`src/design/itoa_pkg.sv`:
```
package itoa_pkg;

	// Field widths of the two channels.
	localparam int VALUE_W = 32;
	localparam int RADIX_W = 6;
	localparam int WIDTH_W = 6;
	localparam int CHAR_W  = 7;

	// Character buffer: a run holds at most BUFFER_CHARS-1 characters.
	localparam int BUFFER_CHARS = 64;
	localparam int RUN_CAP      = BUFFER_CHARS - 1;
	localparam int IDX_W        = $clog2(BUFFER_CHARS);

	// Shared divider: DIV_BITS quotient bits per cycle.
	localparam int DIV_BITS  = 4;
	localparam int DIV_STEPS = VALUE_W / DIV_BITS;
	localparam int DSTEP_W   = $clog2(DIV_STEPS);
	localparam int REM_W     = RADIX_W + 1;

	localparam logic [RADIX_W-1:0] RADIX_MIN  = RADIX_W'(2);
	localparam logic [RADIX_W-1:0] RADIX_HEX  = RADIX_W'(16);
	localparam logic [RADIX_W-1:0] DIGIT_TEN  = RADIX_W'(10);

	localparam logic [CHAR_W-1:0] CHAR_ZERO       = CHAR_W'(8'h30);
	localparam logic [CHAR_W-1:0] CHAR_ALPHA_BASE = CHAR_W'(8'h41 - 8'd10);
	localparam logic [CHAR_W-1:0] CHAR_MINUS      = CHAR_W'(8'h2D);
	localparam logic [CHAR_W-1:0] CHAR_SPACE      = CHAR_W'(8'h20);

	typedef struct packed {
		logic [VALUE_W-1:0] value;
		logic [RADIX_W-1:0] radix;
		logic               negative;
		logic [WIDTH_W-1:0] min_width;
	} in_item_t;

	typedef struct packed {
		logic [CHAR_W-1:0] char_out;
		logic              last;
	} out_item_t;

	// Microprogram.
	localparam int ROM_DEPTH = 8;
	localparam int PC_W      = $clog2(ROM_DEPTH);

	typedef enum logic [2:0] {
		OP_LOAD,
		OP_DIV_INIT,
		OP_DIV_STEP,
		OP_PUSH_DIGIT,
		OP_PUSH_SIGN,
		OP_PUSH_FILL,
		OP_READ,
		OP_EMIT
	} op_t;

	typedef enum logic [2:0] {
		COND_NONE,
		COND_IN,
		COND_DIV,
		COND_QUOT_NZ,
		COND_FILL,
		COND_EMIT
	} cond_t;

	typedef struct packed {
		op_t             op;
		cond_t           cond;
		logic [PC_W-1:0] target;
	} ctl_word_t;

	typedef struct packed {
		logic in_valid;
		logic div_done;
		logic quot_zero;
		logic fill_more;
		logic out_free;
		logic emit_last;
	} seq_status_t;

	localparam logic [PC_W-1:0] STEP_LOAD     = PC_W'(0);
	localparam logic [PC_W-1:0] STEP_DIV_INIT = PC_W'(1);
	localparam logic [PC_W-1:0] STEP_DIV      = PC_W'(2);
	localparam logic [PC_W-1:0] STEP_DIGIT    = PC_W'(3);
	localparam logic [PC_W-1:0] STEP_SIGN     = PC_W'(4);
	localparam logic [PC_W-1:0] STEP_FILL     = PC_W'(5);
	localparam logic [PC_W-1:0] STEP_READ     = PC_W'(6);
	localparam logic [PC_W-1:0] STEP_EMIT     = PC_W'(7);

	// Control store. A taken jump goes to target, and a step waiting on input or on a free
	// output holds; otherwise the step counter advances, and the last step wraps back to the load step.
	function automatic ctl_word_t ctl_rom(input logic [PC_W-1:0] pc);
		ctl_word_t w;
		unique case (pc)
			STEP_LOAD:     w = '{OP_LOAD,       COND_IN,      STEP_LOAD};
			STEP_DIV_INIT: w = '{OP_DIV_INIT,   COND_NONE,    STEP_LOAD};
			STEP_DIV:      w = '{OP_DIV_STEP,   COND_DIV,     STEP_DIV};
			STEP_DIGIT:    w = '{OP_PUSH_DIGIT, COND_QUOT_NZ, STEP_DIV_INIT};
			STEP_SIGN:     w = '{OP_PUSH_SIGN,  COND_NONE,    STEP_LOAD};
			STEP_FILL:     w = '{OP_PUSH_FILL,  COND_FILL,    STEP_FILL};
			STEP_READ:     w = '{OP_READ,       COND_NONE,    STEP_LOAD};
			STEP_EMIT:     w = '{OP_EMIT,       COND_EMIT,    STEP_READ};
			default:       w = '{OP_LOAD,       COND_IN,      STEP_LOAD};
		endcase
		return w;
	endfunction

endpackage

```
`src/design/itoa_seq.sv`:
```
module itoa_seq (
	input  logic                    clk,
	input  logic                    arst_n,
	input  itoa_pkg::seq_status_t   status,
	output itoa_pkg::ctl_word_t     ctl
);
	import itoa_pkg::*;

	logic [PC_W-1:0] pc_q;
	logic [PC_W-1:0] pc_inc;
	logic [PC_W-1:0] pc_nxt;

	assign ctl    = ctl_rom(pc_q);
	assign pc_inc = pc_q + PC_W'(1);

	always_comb begin
		unique case (ctl.cond)
			COND_NONE:    pc_nxt = pc_inc;
			COND_IN:      pc_nxt = status.in_valid ? pc_inc : pc_q;
			COND_DIV:     pc_nxt = status.div_done ? pc_inc : ctl.target;
			COND_QUOT_NZ: pc_nxt = status.quot_zero ? pc_inc : ctl.target;
			COND_FILL:    pc_nxt = status.fill_more ? ctl.target : pc_inc;
			COND_EMIT: begin
				if (!status.out_free)
					pc_nxt = pc_q;
				else
					pc_nxt = status.emit_last ? pc_inc : ctl.target;
			end
			default:      pc_nxt = STEP_LOAD;
		endcase
	end

	always_ff @(posedge clk or negedge arst_n) begin
		if (!arst_n)
			pc_q <= STEP_LOAD;
		else
			pc_q <= pc_nxt;
	end

endmodule

```
`src/design/integer_to_ascii_formatter_core.sv`:
```
// Channel | Direction | Handshake          | Payload
// in      | input     | in_valid/in_ready  | in_data  (value, radix, negative, min_width)
// out     | output    | out_valid/out_ready| out_data (char_out, last)
//
// One item at a time. After the load step, for each digit the shared divider
// is set up and retires 4 quotient bits per cycle over the whole value, and
// the digit is written to the buffer. Then come the sign step, a fill step for
// each fill character plus a final check, and a read and an emit step per character.
// Reset clears the step counter and the output valid; a stall on the output
// holds the sequencer at its emit step while the output register waits.
module integer_to_ascii_formatter_core (
	input  logic                clk,
	input  logic                arst_n,
	input  logic                in_valid,
	output logic                in_ready,
	input  itoa_pkg::in_item_t  in_data,
	output logic                out_valid,
	input  logic                out_ready,
	output itoa_pkg::out_item_t out_data
);
	import itoa_pkg::*;

	ctl_word_t   ctl;
	seq_status_t status;

	logic [VALUE_W-1:0] num_q;
	logic [RADIX_W-1:0] radix_q;
	logic               neg_q;
	logic [IDX_W-1:0]   width_q;
	logic [REM_W-1:0]   rem_q;
	logic [DSTEP_W-1:0] dstep_q;
	logic [IDX_W-1:0]   cnt_q;
	logic [CHAR_W-1:0]  rd_q;
	logic [CHAR_W-1:0]  mem [BUFFER_CHARS];
	out_item_t          out_q;
	logic               out_valid_q;

	logic [VALUE_W-1:0] num_div;
	logic [REM_W-1:0]   rem_div;
	logic [RADIX_W-1:0] digit;
	logic [CHAR_W-1:0]  digit_char;
	logic [CHAR_W-1:0]  push_char;
	logic               push_en;
	logic [IDX_W:0]     width_in;
	logic               out_free;
	logic [IDX_W-1:0]   last_idx;

	itoa_seq u_seq (
		.clk    (clk),
		.arst_n (arst_n),
		.status (status),
		.ctl    (ctl)
	);

	assign in_ready  = (ctl.op == OP_LOAD);
	assign out_valid = out_valid_q;
	assign out_data  = out_q;
	assign out_free  = !out_valid_q || out_ready;
	assign last_idx  = cnt_q - IDX_W'(1);

	assign status.in_valid  = in_valid;
	assign status.div_done  = (dstep_q == DSTEP_W'(DIV_STEPS - 1));
	assign status.quot_zero = (num_q == '0);
	assign status.fill_more = (cnt_q < width_q);
	assign status.out_free  = out_free;
	assign status.emit_last = (cnt_q == IDX_W'(1));

	// Restoring division, DIV_BITS bits per cycle; the quotient shifts into num.
	always_comb begin
		rem_div = rem_q;
		num_div = num_q;
		for (int i = 0; i < DIV_BITS; i++) begin
			rem_div = {rem_div[REM_W-2:0], num_div[VALUE_W-1]};
			num_div = {num_div[VALUE_W-2:0], 1'b0};
			if (rem_div >= {1'b0, radix_q}) begin
				rem_div    = rem_div - {1'b0, radix_q};
				num_div[0] = 1'b1;
			end
		end
	end

	assign digit      = rem_q[RADIX_W-1:0];
	assign digit_char = (digit < DIGIT_TEN) ? CHAR_ZERO + CHAR_W'(digit)
	                                        : CHAR_ALPHA_BASE + CHAR_W'(digit);

	assign width_in = {1'b0, in_data.min_width};

	always_comb begin
		push_en   = 1'b0;
		push_char = digit_char;
		unique case (ctl.op)
			OP_PUSH_DIGIT: push_en = 1'b1;
			OP_PUSH_SIGN: begin
				push_en   = neg_q;
				push_char = CHAR_MINUS;
			end
			OP_PUSH_FILL: begin
				push_en   = status.fill_more;
				push_char = (radix_q == RADIX_HEX) ? CHAR_ZERO : CHAR_SPACE;
			end
			default: push_en = 1'b0;
		endcase
	end

	always_ff @(posedge clk) begin
		if (push_en)
			mem[cnt_q] <= push_char;
		if (ctl.op == OP_READ)
			rd_q <= mem[last_idx];
	end

	always_ff @(posedge clk or negedge arst_n) begin
		if (!arst_n) begin
			cnt_q   <= '0;
			dstep_q <= '0;
		end else begin
			if (ctl.op == OP_LOAD && in_valid)
				cnt_q <= '0;
			else if (push_en)
				cnt_q <= cnt_q + IDX_W'(1);
			else if (ctl.op == OP_EMIT && out_free)
				cnt_q <= last_idx;

			if (ctl.op == OP_DIV_INIT)
				dstep_q <= '0;
			else if (ctl.op == OP_DIV_STEP)
				dstep_q <= dstep_q + DSTEP_W'(1);
		end
	end

	always_ff @(posedge clk) begin
		unique case (ctl.op)
			OP_LOAD: begin
				if (in_valid) begin
					num_q   <= in_data.value;
					radix_q <= (in_data.radix < RADIX_MIN) ? RADIX_MIN : in_data.radix;
					neg_q   <= in_data.negative;
					width_q <= (width_in > (IDX_W + 1)'(RUN_CAP)) ? IDX_W'(RUN_CAP)
					                                              : IDX_W'(in_data.min_width);
				end
			end
			OP_DIV_INIT: rem_q <= '0;
			OP_DIV_STEP: begin
				rem_q <= rem_div;
				num_q <= num_div;
			end
			default: ;
		endcase
	end

	// Output register: it takes a character when it is empty or as the previous one transfers.
	always_ff @(posedge clk or negedge arst_n) begin
		if (!arst_n) begin
			out_valid_q <= 1'b0;
		end else if (ctl.op == OP_EMIT && out_free) begin
			out_valid_q <= 1'b1;
		end else if (out_ready) begin
			out_valid_q <= 1'b0;
		end
	end

	always_ff @(posedge clk) begin
		if (ctl.op == OP_EMIT && out_free) begin
			out_q.char_out <= rd_q;
			out_q.last     <= status.emit_last;
		end
	end

`ifndef SYNTHESIS
	a_emit_nonempty: assert property (@(posedge clk) disable iff (!arst_n)
		(ctl.op == OP_EMIT) |-> (cnt_q != '0))
		else $error("emit step reached with an empty buffer");

	a_rem_below_radix: assert property (@(posedge clk) disable iff (!arst_n)
		(ctl.op == OP_PUSH_DIGIT) |-> (rem_q < {1'b0, radix_q}))
		else $error("digit not below radix");

	a_load_clears: assert property (@(posedge clk) disable iff (!arst_n)
		(in_valid && in_ready) |=> (cnt_q == '0 && ctl.op == OP_DIV_INIT))
		else $error("accepted item did not start a fresh run");

	a_last_ends_run: assert property (@(posedge clk) disable iff (!arst_n)
		(ctl.op == OP_EMIT && out_free && status.emit_last) |=> (ctl.op == OP_LOAD))
		else $error("sequencer did not return to load after the final character");
`endif

endmodule
```
`config.mk`:
```
export PLATFORM = sky130hd
export DESIGN_NAME = integer_to_ascii_formatter_core
export DESIGN_NICKNAME = d
export VERILOG_FILES = /design/src/design/itoa_pkg.sv /design/src/design/itoa_seq.sv /design/src/design/integer_to_ascii_formatter_core.sv
export SDC_FILE = /design/constraint.sdc
export NUM_CORES = 1
export LEC_CHECK = 0
export BUFFER_PORTS_ARGS = -buffer_cell sky130_fd_sc_hd__buf_4
export CAP_MARGIN = 20
export CORE_ASPECT_RATIO = 2
export CORE_UTILIZATION = 30
export DETAILED_ROUTE_END_ITERATION = 12
export GPL_TIMING_DRIVEN = 0
export PLACE_DENSITY = 0.45
export SYNTH_ARGS = -nofsm -noshare
export SYNTH_HDL_FRONTEND = slang
export SYNTH_SLANG_ARGS = --single-unit
```
`constraint.sdc`:
```
create_clock -name clk -period 9.9 [get_ports clk]
set_input_delay 0.495 -clock clk [delete_from_list [all_inputs] [get_ports clk]]
set_output_delay 0.495 -clock clk [all_outputs]
set_load 0.1 [all_outputs]
```
**Word level (Yosys, flattened, before mapping)**

Memories as Yosys holds them, arrays and structs flattened. A register that Yosys moved wholly into a read port is not among the register bits.
Index checks and enable logic that the tools add are counted.
W data, S select, Z words.

- Add/subtract/negate cells: 10
- $mul: 0
- Div/mod/pow operators: 0
- Magnitude comparators: 8
- Equal/unequal tests: 18
- Shift-type cells: 0
- Mux-type cells: 31
- Bitwise logic cells: 0
- Reduce and logical (&&, ||, !) cells: 14

Operator list:

| operator | count |
|---|---|
| $pmux W32 S2 | 1 |
| $mux W6 | 7 |
| $logic_not A32 Y1 | 1 |
| $mux W32 | 1 |
| $ge A7 B6 Y1 | 4 |
| $mux W3 | 8 |
| $sub A6 B6 Y6 | 4 |
| $eq A3 B3 Y1 const B | 7 |
| $pmux W3 S6 | 1 |
| $add A6 B6 Y7 const A | 2 |
| $pmux W7 S2 | 1 |
| $eq A3 B2 Y1 const B | 4 |
| $pmux W6 S2 | 1 |
| $mux W1 | 8 |
| $mux W7 | 1 |
| $add A3 B1 Y3 const B | 2 |
| $add A6 B1 Y6 const B | 1 |
| $eq A3 B1 Y1 const B | 2 |
| $eq A6 B1 Y1 const B | 1 |
| $eq A6 B5 Y1 const B | 1 |
| $gt A6 B6 Y1 const B | 1 |
| $logic_not A3 Y1 | 2 |
| $lt A6 B2 Y1 const B | 1 |
| $lt A6 B4 Y1 const B | 1 |
| other kinds (11) | 18 |

- Register bits after elaboration: 72
- Latch bits: 0
- Memory bits (writable): 448
- Bits in read-only memories: 72
- Input bits: 49
- Output and inout port bits: 10
- Logic and storage cells: 94
- Memories: 2

Memory list:

| memory | words | bits a word | read ports | clocked after memory_dff | wr ports | line | text |
|---|---|---|---|---|---|---|---|
| mem | 64 | 7 | 1 | 1 | 1 | integer_to_ascii_formatter_core.sv:34 | `logic [CHAR_W-1:0] mem [BUFFER_CHARS];` |
| (no name shown) | 8 | 9 | 1 | 0 | 0 | itoa_pkg.sv:93 | `unique case (pc)` |

**Logic depth before layout (Yosys ltp)**

- Depth after elaboration: 9
- Gate-level depth with buffers: 35

**By module**

Synthesis repeated with hierarchy kept, for this count alone.

- Cell total of the unflattened synthesis: 1,283
- Area total of the unflattened synthesis: 22,674.2 sq um

By module, submodules not included:

| module | times used | cells each | area each (sq um) |
|---|---|---|---|
| integer_to_ascii_formatter_core | 1 | 1,230 | 22,298.9 |
| itoa_seq | 1 | 53 | 375.4 |

**Least setup slack after synthesis**

OpenSTA, ideal clock, no wires.

- Path kind: flip-flop to flip-flop
- From: register radix_q[1]
- To: register rem_q[1], data pin
- Arrival: 6.804 ns
- Required time: 9.634 ns
- Setup slack: 2.830 ns
- Cell stages (with the launch flop): 35
- Buffers on the path: 1
- Clock period less this slack: 7.070 ns
- Path through: edfxtp_1 > inv_1 > ha_1 > a21oi_1 > o21ai_1 > a41oi_1 > buf_4 > mux2_2 > inv_1 > ha_1 > nor2b_1 > o21bai_1 > a21boi_0 > a2111oi_4 > nand2_1 > o21ai_0 > inv_1 > ha_1 > nor2b_1 > o211ai_1 > nand3b_1 > a21oi_1 > o221ai_1 > a21oi_4 > mux2i_1 > ha_1 > nor2b_1 > o21a_1 > o21ai_0 > nand2b_1 > a21oi_1 > o2bb2ai_1 > o221ai_4 > mux2i_1 > nor2_1

- Longest elaborated chain between the ends: 9
- Elaborated cells between the ends (all ways): 13

RTL lines:

| item | line | text |
|---|---|---|
| from (decl) | integer_to_ascii_formatter_core.sv:27 | `logic [RADIX_W-1:0] radix_q;` |
| from (signal assigned) | integer_to_ascii_formatter_core.sv:136 | `radix_q <= (in_data.radix < RADIX_MIN) ? RADIX_MIN : in_data.radix;` |
| $sub A6 B6 Y6 / $ge A7 B6 Y1 (equally long branches) | integer_to_ascii_formatter_core.sv:76, integer_to_ascii_formatter_core.sv:75 |  |
| $mux W6 | integer_to_ascii_formatter_core.sv:75 | `if (rem_div >= {1'b0, radix_q}) begin` |
| $sub A6 B6 Y6 / $ge A7 B6 Y1 (equally long branches) | integer_to_ascii_formatter_core.sv:76, integer_to_ascii_formatter_core.sv:75 |  |
| $mux W6 | integer_to_ascii_formatter_core.sv:75 |  |
| $ge A7 B6 Y1 / $sub A6 B6 Y6 (equally long branches) | integer_to_ascii_formatter_core.sv:75, integer_to_ascii_formatter_core.sv:76 |  |
| $mux W6 | integer_to_ascii_formatter_core.sv:75 |  |
| $sub A6 B6 Y6 / $ge A7 B6 Y1 (equally long branches) | integer_to_ascii_formatter_core.sv:76, integer_to_ascii_formatter_core.sv:75 |  |
| $mux W6 (*) | integer_to_ascii_formatter_core.sv:75 |  |
| $pmux W6 S2 (*) | integer_to_ascii_formatter_core.sv:132 | `unique case (ctl.op)` |
| to (signal assigned) | integer_to_ascii_formatter_core.sv:144 | `rem_q <= rem_div;` |
| to (decl) | integer_to_ascii_formatter_core.sv:30 | `logic [REM_W-1:0] rem_q;` |

Every way passes the cells marked *; elsewhere a longest branch is shown, timed or not.
A chain may end at the register's enable or synchronous reset.

**Worst setup path after layout**

- From: register radix_q[1]
- To: register rem_q[5], data pin

- Longest elaborated chain between the ends: 9
- Elaborated cells between the ends (all ways): 13

RTL lines:

| item | line |
|---|---|
| $sub A6 B6 Y6 / $ge A7 B6 Y1 (equally long branches) | integer_to_ascii_formatter_core.sv:76, integer_to_ascii_formatter_core.sv:75 |
| $mux W6 | integer_to_ascii_formatter_core.sv:75 |
| $sub A6 B6 Y6 / $ge A7 B6 Y1 (equally long branches) | integer_to_ascii_formatter_core.sv:76, integer_to_ascii_formatter_core.sv:75 |
| $mux W6 | integer_to_ascii_formatter_core.sv:75 |
| $sub A6 B6 Y6 / $ge A7 B6 Y1 (equally long branches) | integer_to_ascii_formatter_core.sv:76, integer_to_ascii_formatter_core.sv:75 |
| $mux W6 | integer_to_ascii_formatter_core.sv:75 |
| $sub A6 B6 Y6 / $ge A7 B6 Y1 (equally long branches) | integer_to_ascii_formatter_core.sv:76, integer_to_ascii_formatter_core.sv:75 |
| $mux W6 (*) | integer_to_ascii_formatter_core.sv:75 |
| $pmux W6 S2 (*) | integer_to_ascii_formatter_core.sv:132 |

Marked as above.

==> results.md <==
- Slowest CP cell: edfxtp_1
- Share of synthesized cell area in and, or, nand and nor gates: 5.98%
- Outcome: complete, no violations
- Fraction of registers with async set or reset after synthesis: 2.47%
- Number of fill cells in the layout: 7018
- Starting Density: 30.5%
- CTS tree: yes
- Predominant post-synthesis flop cell: edfxtp_1
- R2R Path Start: radix_q[1]
- First-pass DRT Iterations: 5
- Final Hold Vio Count: 0
- GP Congestion: 0.860
- Warnings, synthesis: 0
- Worst setup SP type: flip-flop
- Synth Area in Compound Gates: 3.10%
- HP Class: input port to flip-flop
- Placed wire-length estimate: 46200 um
- FF+latch count, synth: 527
- FF-to-FF setup slack: 0.88 ns
- Clock tree buffer depth: 3
- Multiplexer share of the synthesized area: 15.7%
- Num ports: 59
- Post-Syn Instances: 1270
- Post-route ant nets: 0
- Xor and xnor area share after synthesis: 0.887%
- Resized cells post-CTS: 0
- Clk sinks: 527
- Antenna violations before repair: 1
- Setup TNS Final: 0 ns
- Endpoints failing setup: 0
- Avg Inst Size Synth: 17.8 sq um
- Die X-Extent: 196 um
- Maximum single-stage delay on the critical path: 0.63 ns
- First-pass GRT wire length: 90700 um
- Vias: 11700
- IO Port Bufs: 52
- Cell depth of the worst flop-to-flop path: 32
- RSZ-0062 raised after global routing: false
- Post-Synth Adder-Cell Area: 2.68%
- CTS HTree Levels: 2
- Critical Path Sink Type: flip-flop
- Grt total ovfl: 0
- Main combinational cell family by area after synthesis: multiplexers
- # Post-CTS Setup Buffers: 0
- Final Max Tran Viols: 0
- Worst hold stages: 1
- Worst slew pin tran: 1.06 ns
- CORE AREA: 0.0741 sq mm
- Number of synthesized flops with an enable pin: 514
- Post-synth cell types: 65
- Arr. time, crit path: 9.34 ns
- Area delta synth->final: 15.1%
- Syn Nets: 1365
- Vias in the first global route: 13000
- Max-Cap Viols: 0
- Critical Path RT: 10.22 ns
- CTS root buf: clkbuf_16
- Post-layout min period: 9.02 ns
- Worst-path clk slew: 0.06 ns
- Ant diodes: 0
- Die area: 0.0764 sq mm
- Maximum number of pins on one net before global-route repair: 37
- Fin crit share: 91.1%
- Post-CTS Hold Fix Bufs: 1
- Layout cells sized above 1: 22.2%
- CTS Buf Count: 46
- Sequential area share after synthesis: 69.8%
- Initial DRC Count: 592
- Routed wire length: 62300 um
- Die height: 390 um
- Setup Skew: 0.0264 ns
- Synthesized area: 0.0226 sq mm
- Max Fclk: 111 MHz
- Clk Latency, worst-skew pair: 0.60 ns
- Number of nets in the layout: 1480
- WS Path Type: flip-flop to flip-flop
- Max FO, Critical Path: 10
- Detailed-route DRC error count: 0
- FP Rows: 141
- Hold path endpoint: width_q[2]
- CP dominant cell by count: ha_1
- All-Layer GR Usage: 16.7%
- Routed WL per cell: 26.5 um
- Hold_sp: in_data[2]
- DR vias/cell: 4.99
- Slew margin rel.: 29.3%
- R2r endpoint: rem_q[5]
==> layer usage <==
| layer | wire length, um | vias to the layer above | global-route usage (%) |
|---|---|---|---|
| li1 | - | 5254 | - |
| met1 | 20400 | 6127 | 15.6 |
| met2 | 37700 | 240 | 35.1 |
| met3 | 1570 | 99 | 1.64 |
| met4 | 2720 | 0 | 7.67 |
| met5 | 0 | - | 0 |
==> cell usage after synthesis (3+ instances only) <==
cell type / instances / area (sq um)
edfxtp_1: 514 / 15400
buf_1: 11 / 41.3
or4_1: 8 / 60.1
clkbuf_1: 46 / 173
nand2b_1: 10 / 62.6
a21oi_1: 25 / 125
nand3b_1: 3 / 22.5
nor2b_1: 10 / 62.6
o221ai_1: 3 / 26.3
or3b_2: 3 / 26.3
nor3_1: 6 / 30.0
dfrtp_1: 13 / 325
nor2_1: 94 / 353
xor2_1: 6 / 52.6
a21o_1: 9 / 67.6
xnor2_1: 15 / 131
a31oi_1: 4 / 25.0
mux2i_1: 14 / 140
nand3_1: 13 / 65.1
inv_1: 36 / 135
o21ai_0: 26 / 130
nand4_1: 9 / 56.3
fa_1: 4 / 80.1
nor4_1: 11 / 68.8
mux2_2: 8 / 90.1
buf_2: 8 / 40.0
ha_1: 42 / 526
mux4_2: 147 / 3310
and3_1: 4 / 25.0
o21a_1: 4 / 30.0
nand2_1: 118 / 443
==> registers in the layout (all words and copies together) (netlist names) <==
signal      cells
neg_q           1
rd_q            7
rem_q           6
out_valid       1
num_q          32
cnt_q           6
mem           448
width_q         6
radix_q         6
dstep_q         3
out_data        8
u_seq.pc_q      3
==> through the flow <==
| step | cell area, sq um | worst slack [ns] | std cells | utilization (%) | hold WS (ns) |
|---|---|---|---|---|---|
| after floorplan | 22600 | 2.83 | 1270 | - | 0.199 |
| after global placement | 24100 | 0.906 | 2251 | 32.6 | 0.377 |
| after detailed placement | 24500 | 0.827 | 2263 | 33.0 | 0.374 |
| after CTS | 26000 | 0.759 | 2346 | 35.0 | 0.0585 |
| after global routing | 26000 | 0.328 | 2348 | 35.1 | 0.0889 |
| final | 26000 | 0.882 | 2348 | 35.1 | 0.0725 |
==> kinds of logic after synthesis <==
logic type	after synthesis
DFF	527
and+or+nand+nor	300
muxes	169
buffers and inverters	106
AOI/OAI and AO/OA	100
adders and majority gates	46
xor gates and xnor gates	22
==> worst max-delay path, delay by kind of cell (launching register included) <==
| kind | cells | cell delay [ns] |
|---|---|---|
| AO/OA/AOI/OAI | 15 | 3.62 |
| adder cells (fa/ha/maj) | 4 | 1.23 |
| buffers and inverters | 3 | 0.67 |
| flip-flops | 1 | 0.63 |
| multiplexers | 4 | 1.43 |
| AND/OR/NAND/NOR | 6 | 1.15 |
==> area by class of cell <==
cell class	instances	area, sq um	area share [%]
clock inverters	25	231	0.891
repair buffers	67	661	2.54
multi-input cells	637	6490	25.0
flip-flops and latches	527	15800	60.7
clock buffers	57	1270	4.87
plain buffers	68	274	1.05
well taps	929	1160	4.47
inverters	38	143	0.549
==> worst max-delay path by stage <==
stage	startpoint	end	slack, ns	depth (start not counted)
after floorplan	radix_q[1]	rem_q[1]	2.83	34
after global placement	radix_q[1]	rem_q[1]	0.91	32
after detailed placement	radix_q[1]	rem_q[1]	0.83	32
after CTS	radix_q[1]	rem_q[5]	0.76	32
after global routing	radix_q[1]	rem_q[1]	0.33	32
final	radix_q[1]	rem_q[5]	0.88	32
==> cell usage in the layout (no fill, tap or decap), types with 21 or more instances in the layout <==
master / netlist / routed
a21oi_1: 25 / 24
buf_4: 2 / 56
clkbuf_1: 46 / 53
clkbuf_16: 0 / 49
edfxtp_1: 514 / 514
ha_1: 42 / 42
inv_1: 36 / 36
mux4_2: 147 / 147
nand2_1: 118 / 118
nor2_1: 94 / 93
o21ai_0: 26 / 21
Power is not shown: default switching activity piles up to over one toggle a cycle in this logic, so the estimate is an artifact.
